<file path="src/central_gradient_magnitude_defines.svh">
// Assertion macros for the gradient magnitude RTL.
`ifndef CENTRAL_GRADIENT_MAGNITUDE_DEFINES_SVH
`define CENTRAL_GRADIENT_MAGNITUDE_DEFINES_SVH
`ifndef NO_ASSERTIONS
// Check a property on every rising clock edge outside reset.
`define CGM_ASSERT(lbl, prop, msg) \
  lbl: assert property (@(posedge clk_i) disable iff (!rst_ni) prop) else $error(msg);
// Check that a condition never holds outside reset.
`define CGM_ASSERT_NEVER(lbl, cond, msg) \
  lbl: assert property (@(posedge clk_i) disable iff (!rst_ni) !(cond)) else $error(msg);
`else
`define CGM_ASSERT(lbl, prop, msg)
`define CGM_ASSERT_NEVER(lbl, cond, msg)
`endif
`endif

</file>
<file path="src/cgm_pkg.sv">
// Package with sizes, register codes and shared types of the gradient magnitude block.
package cgm_pkg;

  localparam int MAX_WIDTH  = 1024;
  localparam int MAX_HEIGHT = 1024;
  localparam int PIXEL_BITS = 16;

  localparam int SIZE_W     = 11;
  localparam int APB_ADDR_W = 4;
  localparam int COL_W      = $clog2(MAX_WIDTH);
  localparam int CW1        = COL_W + 1;
  localparam int ROW_W      = $clog2(MAX_HEIGHT) + 1;
  localparam int EMIT_W     = $clog2(MAX_WIDTH * MAX_HEIGHT);
  localparam int EFFW_W     = $clog2(MAX_WIDTH + 1);
  localparam int EFFH_W     = $clog2(MAX_HEIGHT + 1);
  localparam int SQ_W       = 2 * PIXEL_BITS;

  localparam logic [SIZE_W-1:0] WIDTH_RESET  = 11'd1024;
  localparam logic [SIZE_W-1:0] HEIGHT_RESET = 11'd1024;
  localparam logic              CLAMP_RESET  = 1'b1;

  typedef enum logic [1:0] {
    REG_FRAME_WIDTH  = 2'd0,
    REG_FRAME_HEIGHT = 2'd1,
    REG_CLAMP_EDGES  = 2'd2
  } cgm_reg_e;

  // One pixel transaction with its position flags.
  typedef struct packed {
    logic [COL_W-1:0]             col;
    logic signed [PIXEL_BITS-1:0] pix;
    logic                         emit;
    logic                         first_col;
    logic                         last_col;
    logic                         first_row;
    logic                         last_row;
    logic                         done;
    logic                         clamp;
  } cgm_item_t;

  // Gradient pair on its way to the magnitude pipeline.
  typedef struct packed {
    logic signed [PIXEL_BITS-1:0] gx;
    logic signed [PIXEL_BITS-1:0] gy;
    logic                         done;
  } cgm_grad_t;

endpackage

</file>
<file path="src/cgm_magnitude.sv">
// Squares, sum and pipelined integer square root with the output register.
module cgm_magnitude (
  input  logic                                   clk_i,
  input  logic                                   rst_ni,
  input  logic                                   en_i,
  input  logic                                   valid_i,
  input  cgm_pkg::cgm_grad_t                     grad_i,
  output logic                                   valid_o,
  output logic signed [cgm_pkg::PIXEL_BITS-1:0]  grad_horizontal_o,
  output logic signed [cgm_pkg::PIXEL_BITS-1:0]  grad_vertical_o,
  output logic [cgm_pkg::PIXEL_BITS-1:0]         grad_magnitude_o,
  output logic                                   frame_done_o
);
  import cgm_pkg::*;

  localparam int STEPS = PIXEL_BITS;

  function automatic logic [SQ_W-1:0] sqrt_bit(input int unsigned step);
    return SQ_W'(1) << (SQ_W - 2 - 2 * step);
  endfunction

  logic signed [PIXEL_BITS:0] gxe, gye;
  logic [PIXEL_BITS:0]        ax, ay;
  logic [2*PIXEL_BITS+1:0]    sqx, sqy;

  logic            sq_valid_q;
  cgm_grad_t       sq_grad_q;
  logic [SQ_W-1:0] sqx_q, sqy_q;

  logic            v_q    [STEPS+1];
  cgm_grad_t       g_q    [STEPS+1];
  logic [SQ_W-1:0] n_q    [STEPS+1];
  logic [SQ_W-1:0] r_q    [STEPS+1];
  logic [SQ_W-1:0] n_d    [STEPS];
  logic [SQ_W-1:0] r_d    [STEPS];
  logic [SQ_W-1:0] trial  [STEPS];

  // Take absolute values and square them.
  always_comb begin
    gxe = {grad_i.gx[PIXEL_BITS-1], grad_i.gx};
    gye = {grad_i.gy[PIXEL_BITS-1], grad_i.gy};
    ax  = gxe[PIXEL_BITS] ? $unsigned(-gxe) : $unsigned(gxe);
    ay  = gye[PIXEL_BITS] ? $unsigned(-gye) : $unsigned(gye);
    sqx = ax * ax;
    sqy = ay * ay;
  end

  // Run one root digit per stage.
  always_comb begin
    for (int i = 0; i < STEPS; i++) begin
      trial[i] = r_q[i] + sqrt_bit(i);
      if (n_q[i] >= trial[i]) begin
        n_d[i] = n_q[i] - trial[i];
        r_d[i] = (r_q[i] >> 1) + sqrt_bit(i);
      end else begin
        n_d[i] = n_q[i];
        r_d[i] = r_q[i] >> 1;
      end
    end
  end

  // Advance valid bits.
  always_ff @(posedge clk_i or negedge rst_ni) begin
    if (!rst_ni) begin
      sq_valid_q <= 1'b0;
      for (int i = 0; i <= STEPS; i++) v_q[i] <= 1'b0;
    end else if (en_i) begin
      sq_valid_q <= valid_i;
      v_q[0]     <= sq_valid_q;
      for (int i = 0; i < STEPS; i++) v_q[i+1] <= v_q[i];
    end
  end

  // Advance payload.
  always_ff @(posedge clk_i) begin
    if (en_i) begin
      sq_grad_q <= grad_i;
      sqx_q     <= sqx[SQ_W-1:0];
      sqy_q     <= sqy[SQ_W-1:0];
      g_q[0]    <= sq_grad_q;
      n_q[0]    <= sqx_q + sqy_q;
      r_q[0]    <= '0;
      for (int i = 0; i < STEPS; i++) begin
        g_q[i+1] <= g_q[i];
        n_q[i+1] <= n_d[i];
        r_q[i+1] <= r_d[i];
      end
    end
  end

  assign valid_o           = v_q[STEPS];
  assign grad_horizontal_o = g_q[STEPS].gx;
  assign grad_vertical_o   = g_q[STEPS].gy;
  assign grad_magnitude_o  = r_q[STEPS][PIXEL_BITS-1:0];
  assign frame_done_o      = g_q[STEPS].done;

endmodule

</file>
<file path="config.mk">
export PLATFORM = sky130hd
export DESIGN_NAME = cgm_magnitude
export DESIGN_NICKNAME = d
export VERILOG_FILES = /design/src/central_gradient_magnitude_defines.svh /design/src/cgm_pkg.sv /design/src/cgm_magnitude.sv
export SDC_FILE = /design/constraint.sdc
export NUM_CORES = 2
export LEC_CHECK = 0
export BUFFER_PORTS_ARGS = -buffer_cell sky130_fd_sc_hd__buf_2
export CORE_MARGIN = 2
export CORE_UTILIZATION = 45
export DETAILED_ROUTE_END_ITERATION = 10
export PLACE_DENSITY = 0.7
export SETUP_SLACK_MARGIN = 0.05
export SLEW_MARGIN = 20
export SYNTH_ARGS = -nofsm -noshare
export SYNTH_HDL_FRONTEND = slang
export SYNTH_SLANG_ARGS = --single-unit
</file>
<file path="constraint.sdc">
create_clock -name clk_i -period 3.1 [get_ports clk_i]
set_input_delay 0.62 -clock clk_i [delete_from_list [all_inputs] [get_ports clk_i]]
set_output_delay 0.62 -clock clk_i [all_outputs]
set_load 0.01 [all_outputs]
</file>
==> results by group <==
Status
  – Outcome: finished with violations
  – Violated checks: negative setup slack

Global routing
  – Largest net degree at the start of global routing: 91
  – Total track usage: 0.161
  – Initial antenna violation count: 2
  – Number of global-route vias before repair: 40800
  – Global-route wire length before repair: 197000 microns
  – Congestion Overflow GR: 0

Timing
  – Fin. Hold Viols: 0
  – Worst-Margin Slew: 713 ps
  – Fmax: 152 MHz
  – Slew HR: 0.522
  – Fin Setup TNS: -147350 ps
  – Final setup vio count: 54
  – Final Skew: 28.3 ps
  – Setup ws final: -3490 ps
  – Min Tclk post-route: 6590 ps
  – RSZ-0062 raised after global routing: true
  – Max Slew Vio Count: 0
  – Tcrit/Tclk final: 2.13

Synth
  – Synth Instances: approximately 4900
  – Ys async rst share: 0.0136
  – Syn_area_per_cell: 13.7 sq um
  – Synth area leaders: edfxtp_1 (58%), fa_1 (11%), ha_1 (7.0%)
  – Post-synthesis cell area: between 0.06 and 0.07 sq mm
  – Count of different cell masters after synthesis: 78
  – Post-synth EDFFs: between 1000 and 1500
  – Most used flip-flop cell after synthesis: edfxtp_1
  – Synth area leader: edfxtp_1
  – Top-area cell type share of the netlist area: 0.584
  – Synth warnings: 0
  – Number of synthesized register bits: ~1300
  – Sequential share of the synthesized area: 0.591

Worst hold path
  – Worst hold endpoint: sq_grad_q[3]
  – Hold depth: 1
  – Min-delay worst type: primary input to flip-flop
  – Worst hold path startpoint: grad_i[3]

Worst setup path
  – Setup crit start kind: primary input
  – Worst path max stage delay: 540 ps
  – Req. time, crit path: 3600 ps
  – R2R depth: 11
  – Setup Crit Path Kind: primary input to flip-flop
  – Reg-to-reg endpoint: n_q[0][499]
  – Critical R2R Launch: r_q[0][452]
  – CP endpoint kind: flip-flop
  – Worst Path Max Fanout: 4
  – Worst Path Arrival: 7100 ps
  – Worst R2R Setup Slack: 110 ps
  – Max stage delay cell, worst path: fa_1

Die
  – Die area: between 0.15 and 0.2 sq mm
  – Initial Util: 0.453
  – Die width: 390 microns
  – FP Rows: about 140
  – Num ports: between 80 and 90
  – Die H: between 300 and 400 microns
  – Core area: 0.148 sq mm

Clock tree
  – Root Buffer: clkbuf_16
  – Max H-tree Level: 4
  – Num CTS Buffers: approximately 140
  – CTS Buffer Depth: 3
  – CTS Sinks: 1320
  – CTS tree: yes
  – CTS clock-pin slew for the worst setup and hold paths: 60 ps
  – Clk Latency, worst-skew pair: 770 ps

Detailed routing
  – Drt drc: 0
  – 1st-iter DRT viols: about 1700
  – Detailed Routing Iterations Pass 1: 6
  – Total Routed Length: 120000 microns
  – Routed Antenna Nets: 0
  – Via Count: 38600
  – Routed wire per std cell: 15.4 microns
  – Vias per cell: 4.93

Layout
  – Final nets: approximately 6600
  – N_diodes: 0
  – FILL cells: approximately 12000
  – Area growth, synth to finish: 23.1%
  – Share of cells above drive strength 1: 0.243

Placed design
  – GP Congestion: 0.915
  – DP Wirelength: 88600 microns
  – Number of port buffers: 86

Run
  – MaxCap Viol Count: 0
layer usage:
metal	track usage	wire length, microns	vias to the layer above	part of all wire
li1	-	-	18800	-
met1	0.178	46200	18900	0.38
met2	0.308	66100	612	0.55
met3	0.0264	3960	255	0.033
met4	0.0593	4140	2	0.034
met5	0	13	-	0.00011
cells in the mapped netlist (4+ instances only):
library cell / number
or4_1: 24
o31a_1: 5
dfrtp_1: 18
o41ai_1: 4
nor2b_1: 31
mux2_2: 33
a21o_1: 64
nand2b_1: 50
or2_2: 4
o31ai_1: 40
nor3_1: 85
and3_1: 15
o21ai_0: 164
edfxtp_1: 1302
a311oi_1: 5
inv_1: 789
fa_1: 383
nand3b_1: 5
o21bai_1: 10
o21ai_1: 7
nor4_2: 5
nor4b_1: 11
and4_1: 5
nand3_1: 36
xor2_1: 131
nor2_1: 243
and2_1: 12
clkbuf_1: 49
a41oi_1: 4
a21boi_0: 11
ha_1: 377
a21oi_1: 150
clkinv_1: 8
o21a_1: 51
nand4_1: 34
xnor2_1: 172
or3_1: 38
mux2i_1: 5
a211oi_1: 17
o211ai_1: 16
nand2_1: 340
nor4_1: 76
buf_2: 10
sequential cells by signal (all words and copies together), names as in the netlist:
register / count
g_q: 561
v_q: 16
r_q: 136
sq_valid_q: 1
sqx_q: 30
valid_o: 1
sqy_q: 30
n_q: 512
sq_grad_q: 33
how the worst max path moves through the flow:
stage,startpoint,to,slack (ps)
6_report,grad_i[17],sqx_q[31],-3490
5_1_grt,grad_i[21],sqx_q[28],-3740
4_1_cts,grad_i[17],sqx_q[29],-3510
3_5_place_dp,grad_i[17],sqx_q[29],-4670
3_3_place_gp,grad_i[17],sqx_q[28],-4580
2_1_floorplan,grad_i[17],sqx_q[29],-4180
final cells by class:
class | count | area, sq um | share of cell area
clock inverters | 73 | 683 | 0.00829
flip-flops and latches | 1320 | 39500 | 0.480
inverters | 800 | 3070 | 0.0372
clock buffers | 172 | 3600 | 0.0437
repair buffers | 739 | 6110 | 0.0742
well taps | 1930 | 2410 | 0.0293
multi-input cells | 2787 | 27000 | 0.327
worst max-delay path: cells and delay by family:
family          cells  cell delay (ps)
simple gates        3              580
xor+xnor            2              270
fa+ha+maj           7             3030
compound gates      8             1540
buf+inv            12             1060
stage by stage:
stage | instance area [sq um] | setup WS, ps | utilization | hold slack, ps | cells
after detailed placement | 75300 | -4670 | 0.510 | 405 | 7463
final | 82400 | -3490 | 0.558 | 93.9 | 7821
after global routing | 82400 | -3740 | 0.558 | 49.4 | 7821
after floorplan | 68400 | -4180 | - | 324 | 4968
after CTS | 81000 | -3510 | 0.549 | 6.81 | 7773
after global placement | 75300 | -4580 | 0.510 | 400 | 7463
cells by family (layout without fill, tap and decap cells):
logic type / after synthesis / after routing / synth area share
AO/OA/AOI/OAI: 589 / 589 / 0.0555
XOR/XNOR: 303 / 303 / 0.0396
adder cells (fa/ha/maj): 760 / 760 / 0.185
buffers and inverters: 861 / 1784 / 0.0485
flip-flops: 1320 / 1320 / 0.591
multiplexers: 38 / 38 / 0.00630
other: 2 / 69 / 0.000112
AND/OR/NAND/NOR: 1028 / 1028 / 0.0742
cells in the final DEF (no fill, tap or decap), types with 18 or more instances in the layout:
cell / n
a21o_1: 64
a21oi_1: 113
a21oi_2: 31
buf_12: 33
buf_2: 75
buf_4: 543
buf_6: 79
clkbuf_1: 33
clkbuf_16: 139
clkinv_1: 23
clkinv_2: 26
conb_1: 69
dfrtp_1: 18
edfxtp_1: 1302
fa_1: 355
fa_2: 28
ha_1: 320
ha_4: 45
inv_1: 702
inv_2: 84
mux2_2: 33
nand2_1: 287
nand2_2: 30
nand2_4: 21
nand2b_1: 44
nand3_1: 31
nand4_1: 34
nor2_1: 216
nor2b_1: 29
nor3_1: 70
nor4_1: 65
o21a_1: 49
o21ai_0: 128
o21ai_1: 18
o21ai_2: 22
o31ai_1: 29
or3_1: 34
or4_1: 23
xnor2_1: 151
xor2_1: 117
what timing repair did:
action | in CTS | in global routing
endpoints found under the hold margin | 20 | 0
hold buffers | 3 | 0
endpoints found under the setup margin | 71 | 146
pin swaps | 169 | 169
gates resized for setup | 238 | 246
buffers inserted | 68 | 62
gates cloned | 1 | 0
Power is left out: the tool's default activity adds up to more than one toggle a clock period on the data nets, which glitch-free logic cannot reach.
