===== src/central_gradient_magnitude_defines.svh =====
// Assertion macros for the gradient magnitude RTL.
`ifndef CENTRAL_GRADIENT_MAGNITUDE_DEFINES_SVH
`define CENTRAL_GRADIENT_MAGNITUDE_DEFINES_SVH
`ifndef NO_ASSERTIONS
// Check a property on every rising clock edge outside reset.
`define CGM_ASSERT(lbl, prop, msg) \
  lbl: assert property (@(posedge clk_i) disable iff (!rst_ni) prop) else $error(msg);
// Check that a condition never holds outside reset.
`define CGM_ASSERT_NEVER(lbl, cond, msg) \
  lbl: assert property (@(posedge clk_i) disable iff (!rst_ni) !(cond)) else $error(msg);
`else
`define CGM_ASSERT(lbl, prop, msg)
`define CGM_ASSERT_NEVER(lbl, cond, msg)
`endif
`endif


===== src/cgm_pkg.sv =====
// Package with sizes, register codes and shared types of the gradient magnitude block.
package cgm_pkg;

  localparam int MAX_WIDTH  = 1024;
  localparam int MAX_HEIGHT = 1024;
  localparam int PIXEL_BITS = 16;

  localparam int SIZE_W     = 11;
  localparam int APB_ADDR_W = 4;
  localparam int COL_W      = $clog2(MAX_WIDTH);
  localparam int CW1        = COL_W + 1;
  localparam int ROW_W      = $clog2(MAX_HEIGHT) + 1;
  localparam int EMIT_W     = $clog2(MAX_WIDTH * MAX_HEIGHT);
  localparam int EFFW_W     = $clog2(MAX_WIDTH + 1);
  localparam int EFFH_W     = $clog2(MAX_HEIGHT + 1);
  localparam int SQ_W       = 2 * PIXEL_BITS;

  localparam logic [SIZE_W-1:0] WIDTH_RESET  = 11'd1024;
  localparam logic [SIZE_W-1:0] HEIGHT_RESET = 11'd1024;
  localparam logic              CLAMP_RESET  = 1'b1;

  typedef enum logic [1:0] {
    REG_FRAME_WIDTH  = 2'd0,
    REG_FRAME_HEIGHT = 2'd1,
    REG_CLAMP_EDGES  = 2'd2
  } cgm_reg_e;

  // One pixel transaction with its position flags.
  typedef struct packed {
    logic [COL_W-1:0]             col;
    logic signed [PIXEL_BITS-1:0] pix;
    logic                         emit;
    logic                         first_col;
    logic                         last_col;
    logic                         first_row;
    logic                         last_row;
    logic                         done;
    logic                         clamp;
  } cgm_item_t;

  // Gradient pair on its way to the magnitude pipeline.
  typedef struct packed {
    logic signed [PIXEL_BITS-1:0] gx;
    logic signed [PIXEL_BITS-1:0] gy;
    logic                         done;
  } cgm_grad_t;

endpackage


===== src/cgm_ctrl.sv =====
// Configuration registers, frame position counters and remainder update.
`include "central_gradient_magnitude_defines.svh"
module cgm_ctrl (
  input  logic                            clk_i,
  input  logic                            rst_ni,
  input  logic                            cfg_we_i,
  input  cgm_pkg::cgm_reg_e               cfg_idx_i,
  input  logic [31:0]                     cfg_wdata_i,
  output logic [31:0]                     cfg_rdata_o,
  input  logic                            in_accept_i,
  input  logic signed [cgm_pkg::PIXEL_BITS-1:0] pixel_value_i,
  input  logic                            is_padding_i,
  output logic                            busy_o,
  output cgm_pkg::cgm_item_t              item_o
);
  import cgm_pkg::*;

  localparam int DIV_CNT_W = $clog2(EMIT_W);
  localparam logic [DIV_CNT_W-1:0] DIV_LAST = DIV_CNT_W'(EMIT_W - 1);
  localparam int RW1 = EMIT_W + 1;

  function automatic logic [EFFW_W-1:0] eff_width(input logic [SIZE_W-1:0] raw);
    int unsigned r;
    r = int'(raw);
    if (r == 0) r = 1;
    else if (r > MAX_WIDTH) r = MAX_WIDTH;
    return EFFW_W'(r);
  endfunction

  function automatic logic [EFFH_W-1:0] eff_height(input logic [SIZE_W-1:0] raw);
    int unsigned r;
    r = int'(raw);
    if (r == 0) r = 1;
    else if (r > MAX_HEIGHT) r = MAX_HEIGHT;
    return EFFH_W'(r);
  endfunction

  logic [SIZE_W-1:0]    width_q, height_q;
  logic                 clamp_q;
  logic [COL_W-1:0]     col_q, cc_q;
  logic [ROW_W-1:0]     row_q;
  logic [EMIT_W-1:0]    emitted_q, cr_q;
  logic                 busy_q;
  logic [DIV_CNT_W-1:0] div_cnt_q;
  logic [EFFW_W-1:0]    div_rem_q, div_rem_d;
  logic [EMIT_W-1:0]    div_quot_q, div_quot_d;

  logic [EFFW_W-1:0] w_eff;
  logic [EFFH_W-1:0] h_eff;
  logic [CW1-1:0]    col1, cc1;
  logic [RW1-1:0]    cr1;
  logic              row_wrap, last_col, last_row, emit, done;
  logic [EFFW_W:0]   rem_sh, rem_sub;
  logic              div_ge;

  // Hold configuration registers.
  always_ff @(posedge clk_i or negedge rst_ni) begin
    if (!rst_ni) begin
      width_q  <= WIDTH_RESET;
      height_q <= HEIGHT_RESET;
      clamp_q  <= CLAMP_RESET;
    end else if (cfg_we_i) begin
      unique case (cfg_idx_i)
        REG_FRAME_WIDTH:  width_q  <= cfg_wdata_i[SIZE_W-1:0];
        REG_FRAME_HEIGHT: height_q <= cfg_wdata_i[SIZE_W-1:0];
        REG_CLAMP_EDGES:  clamp_q  <= cfg_wdata_i[0];
        default: ;
      endcase
    end
  end

  // Return register values.
  always_comb begin
    unique case (cfg_idx_i)
      REG_FRAME_WIDTH:  cfg_rdata_o = 32'(width_q);
      REG_FRAME_HEIGHT: cfg_rdata_o = 32'(height_q);
      REG_CLAMP_EDGES:  cfg_rdata_o = 32'(clamp_q);
      default:          cfg_rdata_o = '0;
    endcase
  end

  // Derive position flags of the incoming transaction.
  always_comb begin
    w_eff    = eff_width(width_q);
    h_eff    = eff_height(height_q);
    col1     = CW1'(col_q) + CW1'(1);
    row_wrap = col1 >= CW1'(w_eff);
    cc1      = CW1'(cc_q) + CW1'(1);
    last_col = cc1 >= CW1'(w_eff);
    cr1      = RW1'(cr_q) + RW1'(1);
    last_row = cr1 >= RW1'(h_eff);
    emit     = (row_q >= ROW_W'(2)) || ((row_q == ROW_W'(1)) && (col_q != '0)) ||
               ((row_q == '0) && (CW1'(col_q) > CW1'(w_eff)));
    done     = (cr1 > RW1'(h_eff)) || ((cr1 == RW1'(h_eff)) && last_col);

    item_o.col       = col_q;
    item_o.pix       = is_padding_i ? '0 : pixel_value_i;
    item_o.emit      = emit;
    item_o.first_col = (cc_q == '0);
    item_o.last_col  = last_col;
    item_o.first_row = (cr_q == '0);
    item_o.last_row  = last_row;
    item_o.done      = done;
    item_o.clamp     = clamp_q;
  end

  // Run one restoring division step of the result count by the width.
  always_comb begin
    rem_sh     = {div_rem_q, div_quot_q[EMIT_W-1]};
    div_ge     = rem_sh >= (EFFW_W+1)'(w_eff);
    rem_sub    = rem_sh - (EFFW_W+1)'(w_eff);
    div_rem_d  = div_ge ? rem_sub[EFFW_W-1:0] : rem_sh[EFFW_W-1:0];
    div_quot_d = {div_quot_q[EMIT_W-2:0], div_ge};
  end

  // Advance counters per transaction; rebuild column and row after a width write.
  always_ff @(posedge clk_i or negedge rst_ni) begin
    if (!rst_ni) begin
      col_q      <= '0;
      row_q      <= '0;
      emitted_q  <= '0;
      cc_q       <= '0;
      cr_q       <= '0;
      busy_q     <= 1'b0;
      div_cnt_q  <= '0;
      div_rem_q  <= '0;
      div_quot_q <= '0;
    end else if (cfg_we_i && (cfg_idx_i == REG_FRAME_WIDTH)) begin
      busy_q     <= 1'b1;
      div_cnt_q  <= '0;
      div_rem_q  <= '0;
      div_quot_q <= emitted_q;
    end else if (busy_q) begin
      div_cnt_q  <= div_cnt_q + DIV_CNT_W'(1);
      div_rem_q  <= div_rem_d;
      div_quot_q <= div_quot_d;
      if (div_cnt_q == DIV_LAST) begin
        busy_q <= 1'b0;
        cc_q   <= div_rem_d[COL_W-1:0];
        cr_q   <= div_quot_d;
      end
    end else if (in_accept_i) begin
      if (row_wrap) begin
        col_q <= '0;
        row_q <= row_q + ROW_W'(1);
      end else begin
        col_q <= col1[COL_W-1:0];
      end
      if (emit) begin
        if (done) begin
          emitted_q <= '0;
          cc_q      <= '0;
          cr_q      <= '0;
          col_q     <= '0;
          row_q     <= '0;
        end else begin
          emitted_q <= emitted_q + EMIT_W'(1);
          if (last_col) begin
            cc_q <= '0;
            cr_q <= cr_q + EMIT_W'(1);
          end else begin
            cc_q <= cc1[COL_W-1:0];
          end
        end
      end
    end
  end

  assign busy_o = busy_q;

  `CGM_ASSERT_NEVER(a_no_accept_busy, busy_q && in_accept_i, "transaction during remainder update")
  `CGM_ASSERT(a_div_ends, busy_q && (div_cnt_q == DIV_LAST) |=> !busy_q, "divider overran")
  `CGM_ASSERT(a_cc_in_row, !busy_q |-> (CW1'(cc_q) < CW1'(w_eff)), "result column past width")
  `CGM_ASSERT(a_done_clr, in_accept_i && emit && done |=> ~|{emitted_q, col_q}, "counts kept")

endmodule


===== config.mk =====
export PLATFORM = sky130hd
export DESIGN_NAME = cgm_ctrl
export DESIGN_NICKNAME = d
export VERILOG_FILES = /design/src/cgm_pkg.sv /design/src/cgm_ctrl.sv
export VERILOG_INCLUDE_DIRS = /design/src /design/src/src
export SDC_FILE = /design/constraint.sdc
export NUM_CORES = 1
export LEC_CHECK = 0
export CAP_MARGIN = 20
export CORE_ASPECT_RATIO = 0.6
export CORE_MARGIN = 2
export CORE_UTILIZATION = 60
export CTS_CLUSTER_DIAMETER = 200
export DETAILED_ROUTE_END_ITERATION = 6
export DONT_BUFFER_PORTS = 1
export HOLD_SLACK_MARGIN = 0.06
export PLACE_DENSITY = 0.85
export SYNTH_ARGS = -nofsm -noshare
export SYNTH_HDL_FRONTEND = slang
export SYNTH_SLANG_ARGS = --single-unit

===== constraint.sdc =====
create_clock -name clk_i -period 5.3 [get_ports clk_i]
set_input_delay 1.06 -clock clk_i [delete_from_list [all_inputs] [get_ports clk_i]]
set_output_delay 1.06 -clock clk_i [all_outputs]
set_load 0.02 [all_outputs]

==> flow_metrics.tcl, run 1 <==
set metrics [dict create \
    die_area_sq_um 16300 \
    rows 34 \
    cts_sinks 131 \
    core_area_sq_um 14700 \
    yosys_register_bits 131 \
    setup_viol 0 \
    cts_tree "built" \
    crit_required_ns 4.24 \
    avgSynthCellArea_sq_um 8.95 \
    area_delta_synth_final_pct 5.95 \
    post_cts_resized 0 \
    ir_worst_vdd_uv 224 \
    drv_cap 0 \
    hold_viol_final 0 \
    antenna_found_initial 0 \
    n_antenna_cell 0 \
    drtAntennaViolNets 0 \
    first_iter_violations 825 \
    fin_crit_ns 4.93 \
    synth_top_area_share_pct 34.9 \
    place_congestion 0.911 \
    slew_headroom_pct 29.0 \
    hold_class "in -> async" \
    synth_flop_cell "dfrtp_1" \
    path_class "reg -> out" \
    floorplan.initialDensity_pct 62.3 \
    cellPowerDensity_nw_per_um2 520 \
    ios 121 \
    status "completed" \
    worstSetupEndpointType "output port" \
    slew_viol_final 0 \
    die_w_um 164 \
    grt_pass1_vias 6987 \
    grtUsageTotal_pct 29.9 \
    wire_per_inst_um 19.5 \
    grt_pass1_wl_um 38000 \
    grt_overflow_total 0 \
    drive_gt1_share_pct 9.38 \
    ys_warn_count 0 \
    viasPerCell 6.35 \
    finalClockSkew_ns 0.00967 \
    synth_area_sq_um 9170 \
    yosysTopAreaCell "dfrtp_1" \
    fmax_mhz 203 \
    clock_path_buffers 2 \
    layout_commonest_cell "dfrtp_1" \
    p_leak_uw 0.00441 \
    ys_seq_area_share_pct 35.8 \
    postRouteWirelength_um 23600 \
    syn_inst 1025 \
    finalNetCount 1123 \
    post-cts-setup-buffers 0 \
    async_flop_share_pct 100 \
    clkLatencyLatePin_ns 0.43 \
    dr.pass1.iters 5 \
    path_max_fanout 6 \
    path_clk_slew_ns 0.07 \
    place_area_sq_um 9160 \
    cp.arrival_ns 3.87 \
    synth_edf_count 0 \
    tns_ns 0 \
    drc 0 \
    ctsHoldBuffers 0 \
    final_cell_mix "dfrtp_1, nand2_1, nor2_1, ha_1, o21ai_0" \
    ys_types 81 \
    cts_buffers 17 \
    fin_crit_sh_pct 93.1 \
    place.port_buffers 0 \
    grt_max_degree 132 \
    vias 7690 \
    htree_levels 4 \
    layout_setup_ws_ns 0.368 \
    critPathLaunchType "flop" \
    yosys-top-cells-area "dfrtp_1, ha_1, nand2_1" \
    dp_hpwl_um 16600 \
    pre_cts_ws_ns 0.763 \
    root_buffer "clkbuf_16" \
    rsz0062_at_grt "no" \
    final_area_sq_um 9720 \
    dieHeight_um 99.8 \
    tightest_slew_ns 1.05 \
]
[synth_stat cells (22+ instances only)]
master	instances
clkbuf_1	29
nor3_1	22
ha_1	67
o21ai_0	58
xnor2_1	30
a21oi_1	32
mux2i_1	32
inv_1	36
dfrtp_1	128
nand2_1	121
nand4_1	29
nor2b_1	24
buf_4	29
nor2_1	83
xor2_1	24
nand3_1	39
[logic make-up (layout without fill, tap and decap cells)]
kind of cell	count (synthesis)	after routing	share of synthesized area [%]
flops	131	131	35.8
mux	46	46	5.21
simple gates	403	403	22.3
compound gates	210	210	15.9
fa+ha+maj	68	68	9.36
xor+xnor	54	54	5.16
other cells	1	21	0.0409
buf+inv	112	80	6.25
[final timing paths]
path	startpoint	to	slack, ns	depth (start not counted)
worst max-delay path	cc_q[2]	item_o[1]	0.37	11
worst min-delay path	rst_ni	col_q[4]	0.32	0
worst max register to register	cc_q[2]	cr_q[7]	0.79	14
worst min register to register	emitted_q[19]	div_quot_q[19]	0.52	2
max in group asynchronous	rst_ni	clamp_q	4.69	0
min in group clk_i	emitted_q[19]	div_quot_q[19]	0.52	2
[report_power, final]
group	total, uW	switching (uW)	leakage [uW]	internal, uW
logic	2260	1330	0.00246	923
clock network	1150	496	0.000271	650
registers	1650	360	0.00168	1290
total	5050	2190	0.00441	2860
[flip-flops by register name, summed over array words and instances, names as in the netlist]
signal and cells:
cr_q 20, div_cnt_q 5, height_q 11, col_q 10
div_rem_q 11, row_q 11, busy_o 1, div_quot_q 20
emitted_q 20, clamp_q 1, cc_q 10, width_q 11
[routing by layer]
layer	vias to the layer above	part of all wire, %	routed length, um	global-route usage [%]
met2	358	42	9890	42.2
met5	-	0	0	0
met4	0	1.0	242	6.88
met1	3724	47	11100	45.6
li1	3580	-	-	-
met3	28	10	2380	7.80
[worst max-delay path, stage by stage (launching register included)]
cell	delay [ns]
dfrtp_1	0.45
nand3_1	0.20
nor2_1	0.30
nand3_1	0.21
nor2_1	0.18
xnor2_1	0.16
ha_1	0.28
a2111oi_0	0.53
o221ai_1	0.22
o22a_1	0.36
mux2i_1	0.35
nand2_4	0.20
[through the flow]
stage                     hold WS (ns)  instances  total power, uW  util (%)
after floorplan                  0.469       1045             3320         -
after global placement           0.495       1179             3730      62.2
after detailed placement         0.513       1179             3820      62.2
after CTS                        0.312       1211             5000      66.0
after global routing             0.306       1211             5370      66.0
final                            0.318       1211             5050      66.0
[final cells by class]
class                   instances  area (sq um)
clock buffers                  18           429
clock inverters                14           130
fillers                      1193          5000
inverters                      38           143
multi-input cells             802          5400
flip-flops and latches        131          3280
well taps                     198           248
repair buffers                 10          87.6
Note: power is estimated with default switching activity, not from simulation.
==> run 2: changes to the inputs <==
--- a/config.mk
+++ b/config.mk
@@ -6,6 +6,7 @@
 export SDC_FILE = /design/constraint.sdc
 export NUM_CORES = 1
 export LEC_CHECK = 0
+export ABC_AREA = 1
 export CAP_MARGIN = 20
 export CORE_ASPECT_RATIO = 0.6
 export CORE_MARGIN = 2
==> run 2 against run 1 <==
Effect of this change:
- largest power group unchanged
- the flow now finishes with violations (design-rule violations)
- global-route usage down 0.36 points
- worst setup slack better by 0.24 ns
- register-to-register slack better by 0.19 ns
- total power up 22%
- clock power up 7%
- design area up 4.8%
- highest routed layer unchanged
==> flow_metrics.tcl, run 2 <==
set metrics [dict create \
    place_area_sq_um 9570 \
    place_congestion 0.954 \
    hold_class "in -> async" \
    core_area_sq_um 15500 \
    slew_viol_final 0 \
    viasPerCell 5.65 \
    final_cell_mix "nand2_1, inv_1, nor2_1, dfrtp_1, o21ai_0" \
    antenna_found_initial 0 \
    rows 35 \
    dr.pass1.iters 7 \
    synth_flop_cell "dfrtp_1" \
    setup_viol 0 \
    synth_most_common_cell "nand2_1" \
    ctsHoldBuffers 0 \
    seqPwrFrac_pct 29.9 \
    status "finished, violations left" \
    place.port_buffers 0 \
    worstSetupEndpointType "output port" \
    finalClockSkew_ns 0.0189 \
    n_antenna_cell 0 \
    fin_crit_sh_pct 88.4 \
    drtAntennaViolNets 0 \
    yosys-top-cells-area "dfrtp_1, nand2_1, ha_1" \
    fillers 1273 \
    cts_buffers 17 \
    cts_sinks 131 \
    avgSynthCellArea_sq_um 7.09 \
    slowest_stage "dfrtp_1" \
    p_leak_uw 0.00527 \
    fmax_mhz 213 \
    tightest_slew_ns 0.999 \
    die_area_sq_um 17000 \
    syn_inst 1353 \
    slew_headroom_pct 32.8 \
    vias 8771 \
    violations "design-rule violations" \
    hold_viol_final 0 \
    drc 18 \
    die_w_um 167 \
    ios 121 \
    floorplan.initialDensity_pct 61.8 \
    drive_gt1_share_pct 6.52 \
    first_iter_violations 953 \
    switching_share_pct 47.4 \
    critPathLaunchType "flop" \
    async_flop_share_pct 100 \
    ys_top_cells_by_count "nand2_1, inv_1, nor2_1" \
    postRouteWirelength_um 24300 \
    wire_per_inst_um 15.7 \
    crit_required_ns 4.24 \
    clkPwrFrac_pct 19.9 \
    slowest_delay_ns 0.42 \
    grt_max_degree 132 \
    cp.arrival_ns 3.63 \
    layout_commonest_cell "nand2_1" \
    clkLatencyLatePin_ns 0.44 \
    clock_path_buffers 2 \
    root_buffer "clkbuf_16" \
    yosys_register_bits 131 \
    cellPowerDensity_nw_per_um2 605 \
    grt_pass1_wl_um 39900 \
    dieHeight_um 102 \
    internal_power_uw 3240 \
    post-cts-setup-buffers 0 \
    finalNetCount 1459 \
    grt_overflow_total 0 \
    rsz0062_at_grt "no" \
    area_delta_synth_final_pct 6.19 \
    p_comb_share_pct 50.1 \
    tns_ns 0 \
    grt_pass1_vias 7935 \
    yosysTopAreaCell "dfrtp_1" \
    path_clk_slew_ns 0.06 \
    synth_area_sq_um 9590 \
    post_cts_resized 0 \
    path_max_fanout 11 \
    pre_cts_ws_ns 1.20 \
    whs_ns 0.322 \
    fin_cells 1552 \
    htree_levels 4 \
    reg_top3 "cr_q (20), div_quot_q (20), emitted_q (20)" \
    path_buf_inv 1 \
    ys_seq_area_share_pct 34.2 \
    synth_edf_count 0 \
    ir_worst_vdd_uv 249 \
    drv_cap 0 \
    worstPathCellList "nor4_1, nand4_1, nand2_1, nand2_1, ha_1, a21oi_1, o21ai_0, nand2_1, o2111ai_1, nor2_1, nand3_1, nand2_2, inv_4" \
    layout_setup_ws_ns 0.613 \
    ys_warn_count 0 \
    dp_hpwl_um 17600 \
    fin_crit_ns 4.69 \
    synth_top_area_share_pct 33.4 \
    final_area_sq_um 10200 \
    critPathTopFamily "simple AND/OR/NAND/NOR gates" \
    grtUsageTotal_pct 29.5 \
    cp_common_cell "nand2_1" \
    ys_types 52 \
    power.switching_uw 2920 \
    path_class "reg -> out" \
    dp_cells 1520 \
    cts_tree "built" \
]
[run 2: cell types whose count changed in the layout (fill, tap and decap cells not counted), moves of 21 or more]
cell     delta
nand2_1   +256
nand3_1    +25
nor2_1     +57
inv_1     +136
nor2b_1    -24
o21ai_0    +24
xnor2_1    -28
mux2i_1    -32
and3_1     -21
[run 2: per-layer routing]
metal  vias up  GRT usage [%]  share of wire [%]
met1      4078           43.6                 48
met4         0           6.82               0.97
met2       397           43.9                 42
met5         -              0                  0
li1       4266              -                  -
met3        30           7.36                9.4
[run 2: power by group through the flow]
stage                     logic [uW]  registers [uW]  clock network (uW)
after global routing            3510            1900                1290
after floorplan                 2430            1720                   0
after detailed placement        2980            1840                   0
after CTS                       3020            1830                1240
after global placement          2860            1830                   0
final                           3090            1840                1230
[run 2: stage by stage]
| step | utilization [%] | total power [uW] |
|---|---|---|
| after floorplan | - | 4150 |
| after global placement | 61.8 | 4690 |
| after detailed placement | 61.8 | 4830 |
| after CTS | 65.7 | 6090 |
| after global routing | 65.7 | 6700 |
| final | 65.7 | 6160 |
[run 2: worst paths after layout]
kind / start / end / slack [ns] / cells after the start
setup / recovery: width_q[6] / item_o[1] / 0.61 / 13
hold / removal: rst_ni / height_q[3] / 0.32 / 0
setup reg to reg: width_q[6] / cr_q[9] / 0.98 / 20
hold reg to reg: div_quot_q[11] / div_quot_q[11] / 0.47 / 2
max in group asynchronous: rst_ni / width_q[10] / 4.74 / 0
min in group clk_i: div_quot_q[11] / div_quot_q[11] / 0.47 / 2
[run 2: final cells by class]
type / count / area, sq um / area share, %
well taps: 203 / 254 / 2.50
clock inverters: 14 / 178 / 1.75
multi-input cells: 991 / 5280 / 51.9
repair buffers: 5 / 37.5 / 0.369
flip-flops and latches: 131 / 3280 / 32.2
inverters: 190 / 716 / 7.03
clock buffers: 18 / 429 / 4.22
[run 2: cell families after synthesis]
group           count (synthesis)  share of synthesized area (%)
simple gates                  696                           31.9
buf+inv                       251                           11.5
compound gates                173                           10.4
flops                         131                           34.2
fa+ha+maj                      68                           8.95
xor+xnor                       33                           3.01
other cells                     1                         0.0391
